==> src/sv/vn3_pkg.sv <==
// vn3_pkg: shared types and hash constants for the 3-d value noise pipeline
// no dependencies; imported by every module of value_noise_3d
package vn3_pkg;

  // fixed-point formats
  localparam int Q24_W   = 24;
  localparam int AXES    = 3;
  localparam int CORNERS = 8;

  // axis positions in the coordinate vectors
  localparam int AX_X = 0;
  localparam int AX_Z = 1;
  localparam int AX_T = 2;

  typedef logic [31:0]      word_t;
  typedef logic [Q24_W-1:0] q24_t;

  // hash multipliers
  localparam word_t LANE_MUL = 32'h9e3779b9;
  localparam word_t X_MUL    = 32'h85ebca6b;
  localparam word_t Z_MUL    = 32'hc2b2ae35;
  localparam word_t T_MUL    = 32'h27d4eb2f;
  localparam word_t MIX1_MUL = 32'h7feb352d;
  localparam word_t MIX2_MUL = 32'h846ca68b;

  // 3.0 in Q2.24 for the smoothstep weight
  localparam logic [Q24_W+1:0] THREE_Q24 = 26'd50331648;

  // per-axis hash multiplier
  function automatic word_t axis_mul(input int axis);
    word_t m;
    case (axis)
      AX_X:    m = X_MUL;
      AX_Z:    m = Z_MUL;
      AX_T:    m = T_MUL;
      default: m = X_MUL;
    endcase
    return m;
  endfunction

endpackage

==> src/sv/vn3_lattice.sv <==
// vn3_lattice: splits each coordinate into lattice index and Q0.24 fraction
// and folds both neighboring 64-bit indexes to 32 bits; uses vn3_pkg
module vn3_lattice import vn3_pkg::*; #(
  parameter int FRAC_BITS = 16,
  parameter int INT_BITS  = 32
) (
  input  logic                                    clk,
  input  logic                                    rst_n,
  input  logic                                    in_valid,
  input  logic [AXES-1:0][INT_BITS+FRAC_BITS-1:0] coord,
  input  word_t                                   in_lane,
  output logic                                    out_valid,
  output word_t                                   out_lane,
  output word_t [1:0][AXES-1:0]                   fold,
  output q24_t  [AXES-1:0]                        frac
);

  logic                   valid_r;
  word_t                  lane_r;
  word_t [1:0][AXES-1:0]  fold_r, fold_nxt;
  q24_t  [AXES-1:0]       frac_r, frac_nxt;
  logic  [AXES-1:0][INT_BITS-1:0] ipart;
  logic  [AXES-1:0][63:0] idx0, idx1;

  // floor index, its +1 neighbor in 64 bits, folds and fractions
  always_comb begin
    for (int a = 0; a < AXES; a++) begin
      ipart[a]       = coord[a][INT_BITS+FRAC_BITS-1:FRAC_BITS];
      idx0[a]        = {{(64-INT_BITS){ipart[a][INT_BITS-1]}}, ipart[a]};
      idx1[a]        = idx0[a] + 64'd1;
      fold_nxt[0][a] = idx0[a][31:0] ^ idx0[a][63:32];
      fold_nxt[1][a] = idx1[a][31:0] ^ idx1[a][63:32];
      frac_nxt[a]    = Q24_W'(coord[a][FRAC_BITS-1:0]) << (Q24_W - FRAC_BITS);
    end
  end

  // stage valid
  always_ff @(posedge clk) begin
    if (!rst_n) begin
      valid_r <= 1'b0;
    end else begin
      valid_r <= in_valid;
    end
  end

  // stage payload
  always_ff @(posedge clk) begin
    lane_r <= in_lane;
    fold_r <= fold_nxt;
    frac_r <= frac_nxt;
  end

  assign out_valid = valid_r;
  assign out_lane  = lane_r;
  assign fold      = fold_r;
  assign frac      = frac_r;

endmodule

==> config.mk <==
export PLATFORM = sky130hd
export DESIGN_NAME = vn3_lattice
export DESIGN_NICKNAME = d
export VERILOG_FILES = /design/src/sv/vn3_pkg.sv /design/src/sv/vn3_lattice.sv
export SDC_FILE = /design/constraint.sdc
export NUM_CORES = 1
export LEC_CHECK = 0
export ABC_CLOCK_PERIOD_IN_PS = 2100
export BUFFER_PORTS_ARGS = -buffer_cell sky130_fd_sc_hd__buf_4
export CORE_AREA = 4 4 184 186
export CTS_CLUSTER_DIAMETER = 40
export DETAILED_ROUTE_END_ITERATION = 16
export DIE_AREA = 0 0 188 190
export GPL_ROUTABILITY_DRIVEN = 0
export GPL_TIMING_DRIVEN = 0
export PLACE_DENSITY = 0.54
export SLEW_MARGIN = 20
export SYNTH_ARGS = -nofsm -noshare
export SYNTH_HDL_FRONTEND = slang
export SYNTH_SLANG_ARGS = --single-unit
==> constraint.sdc <==
create_clock -name clk -period 2.1 [get_ports clk]
set_input_delay 0.105 -clock clk [delete_from_list [all_inputs] [get_ports clk]]
set_output_delay 0.105 -clock clk [all_outputs]
set_load 0.01 [all_outputs]
==> After elaboration in Yosys (flattened, before gate mapping) <==
Cells that the tools add are included.
{ "classes": {"bitwise_logic": 6, "n_addsub": 3} }
{ "ops": {"columns": ["operator", "n"], "rows": [
  ["$xor 32x32->32", 6],
  ["$add 32x2->33 const B", 3]
]} }
{ "totals": {"inputBits": 179, "ff_bits": 273, "wordCells": 20, "output_inout_bits": 297} }

==> Logic depth before layout (Yosys ltp) <==
{ "logic_depth": {"word_depth": 2, "depth_mapped": 8, "ltp_nobuf": 6} }

==> Worst setup path before layout <==
No wires, ideal clock.
{ "synth_timing": {"path_kind": "input -> register", "startpoint": "input port coord[68] (netlist name)", "endpoint": "register fold_r (netlist bit fold[128])", "t_required_ps": 2028, "path_slack_ps": 184, "n_path_buf": 2, "path_stages": 7, "t_arrival_ps": 1844, "setup_ps": 72, "path_cell_list": "clkbuf_2 -> nand4_2 -> nor3_2 -> nand4_4 -> xor2_1 -> buf_4 -> xor2_1"} }
{ "synth_rtl": {"columns": ["element", "line", "source"], "rows": [
  ["start, declared", "vn3_lattice.sv:10", "input logic [AXES-1:0][INT_BITS+FRAC_BITS-1:0] coord,"],
  ["end signal, assigned", "vn3_lattice.sv:49", "fold_r <= fold_nxt;"],
  ["end, declared", "vn3_lattice.sv:20", "word_t [1:0][AXES-1:0] fold_r, fold_nxt;"]
]} }

==> flow_summary.yaml <==
pwr:
  p_per_area_nw_per_um2: 900.6
  power_leakage_uw: 0.007800
  ir_drop_mv: 0.7186
synth:
  yosysMostFrequentCell: "dfxtp_1"
  avgSynthCellArea_sq_um: 11.11
  synth_largest_area_cell: "dfxtp_1"
  synth_seq_cells: 270
  synth_edf_count: 0
  synth_seq_area_share_pct: 55.79
  post_synth_inst_count: 872
  synthArstFlopShare_pct: 0
  synth_ff_type: "dfxtp_1"
  synth_top_area_share_pct: 55.79
  synth_commonest_cells: "270 x dfxtp_1, 126 x xor2_1, 102 x xnor2_1"
  ys.warnings.count: 0
  ys_top_cells_by_area: "dfxtp_1 56%, xor2_1 11%, xnor2_1 9.2%"
  synth_cell_types: 44
  synth_area_sq_um: 9688
global_routing:
  grt_pass1_wl_microns: 52190
  grt_pass1_vias: 9146
  antenna_found_initial: 3
  grt_overflow: 0
  grt_start_max_net_pins: 13
  grt_use_total_pct: 18.30
die:
  die_area_sq_um: 35720
  start_util_pct: 30.00
  die_w_microns: 188
  die_h_microns: 190
  core_sq_um: 32290
  row_count: 66
  io_pins: 476
routing:
  wl_per_cell_microns: 16.75
  finalWirelength_microns: 34430
  drtIter0Drc: 335
  vias_per_cell: 4.229
  drc: 0
  firstDrtPassIters: 6
  ant_nets: 0
  vias: 8690
setup_path:
  slowest_stage: "dlygate4sd3_1"
  path_cells: "dlygate4sd3_1 > buf_4 > ha_1 > nand3_1 > or4_1 > buf_6 > nand2_1 > xnor3_1"
  cp-end-kind: "flop"
  worstSetupStartpointType: "primary input"
  crit_path_max_fanout: 15
  cp_data_required_time_ns: 2.49
  slowest_delay_ns: 0.54
  worstPathArrival_ns: 2.37
  critPathKind: "in -> reg"
  crit_path_start: "coord[46]"
sta:
  period_minus_slack_ns: 1.982
  tns_ns: 0
  finalMaxSlewViolations: 0
  tightest_slew_ns: 0.8704
  rsz0062_at_grt: "yes"
  relSlewSlack_pct: 41.53
  finalHoldViolations: 0
  setup_violations: 0
  timing.fmax_ghz: 0.5045
  setup_slack_ns: 0.1177
  finalCritPeriodShare_pct: 94.40
final_layout:
  fillers: 2889
  design_area_sq_um: 17120
  regArea_sq_um: 5405
  syn_to_final_growth_pct: 76.75
  post-route-util_pct: 53.03
  multi_input_area_sq_um: 3975
  drive_above_1_share_pct: 36.60
  layout.nets: 1764
clocking:
  clockBufferDepth: 3
  cts_tree: "done"
  numCtsBuffers: 42
  root_buffer: "clkbuf_16"
  h-tree-depth: 2
  clock_sinks: 270
  clk_pin_slew_ns: 0.05
status:
  status: "finished clean"
placement:
  hpwl_microns: 25220
  placed_cell_area_sq_um: 13660
  io_buffers: 442
  dp_slack_ns: -0.5071
min_path:
  holdPathEnd: "fold[148]"
  min_path_cells: 4
  hp-start: "coord[83]"
  hold_class: "in -> reg"
job:
  drv_cap: 0
==> metrics by stage <==
step / power, uW / instances / hold WS, ns
2_1_floorplan: 6654 / 898 / 0.1327
3_3_place_gp: 7947 / 1782 / 0.2094
3_5_place_dp: 7958 / 1782 / 0.2105
4_1_cts: 15610 / 2048 / 0.004533
5_1_grt: 16070 / 2054 / 0.02929
6_report: 15420 / 2055 / 0.02520
==> timing repair <==
item                                    4_1_cts  5_1_grt
setup buffers                                 0        7
endpoints found under the setup margin        0       46
gates resized for setup                       0       12
hold buffers                                189        0
hold endpoints to repair                    241        0
==> critical path: cells and delay by family <==
kind	cells	cell delay, ns
XOR/XNOR	1	0.29
adder cells (fa/ha/maj)	1	0.23
buffers and inverters	3	0.86
AND/OR/NAND/NOR	3	0.87
==> kinds of logic (layout without fill, tap and decap cells) <==
group,Yosys count,after routing,synth area share (%)
compound gates,43,43,2.570
fa+ha+maj,6,6,0.7749
other cells,1,28,0.03871
buf+inv,77,791,4.443
mux,14,14,1.459
xor+xnor,232,232,21.59
simple gates,229,229,13.33
flops,270,270,55.79
==> area by class of cell <==
class,instances,share of cell area (%)
timing repair buffer,638,30.73
multi-input combinational,551,23.21
tap,442,3.230
clock buffer,53,6.671
buffer,63,2.229
clock inverter,24,2.061
sequential,270,31.57
inverter,13,0.2850
antenna,1,0.01461
==> state kept, by name, indices dropped and copies added (netlist names) <==
| signal | count |
|---|---|
| out_lane | 32 |
| frac | 48 |
| out_valid | 1 |
| fold | 189 |
==> per-layer routing <==
metal / wire (microns) / track usage, %
met5: 21 / 0
met2: 16890 / 31.29
met1: 13630 / 21.35
met4: 1202 / 7.199
met3: 2684 / 5.927
==> how the worst max path moves through the flow <==
stage	to	slack, ns	cells after the start
final	fold[125]	0.12	8
after global routing	fold[173]	-0.006	9
after CTS	fold[173]	0.01	9
after detailed placement	fold[128]	-0.51	8
after global placement	fold[154]	-0.46	8
after floorplan	fold[128]	0.18	7
==> report_power, final <==
group / internal, uW / switching [uW]
Clock: 4770 / 2510
Combinational: 1320 / 1090
Sequential: 5610 / 139
Total: 11700 / 3730
==> cell usage in the layout (no fill, tap or decap), drive strengths merged, types with 17 or more instances in the layout <==
cell type    count
xor2           126
conb            27
dfxtp          270
nand3           33
inv             22
xnor2          103
dlygate4sd3    189
clkbuf          66
buf            499
o21ai           31
nor2            27
and3            17
nor3            18
nand4           37
nand2           41
nor4            20
No activity file was read; power rests on OpenSTA's default activity.
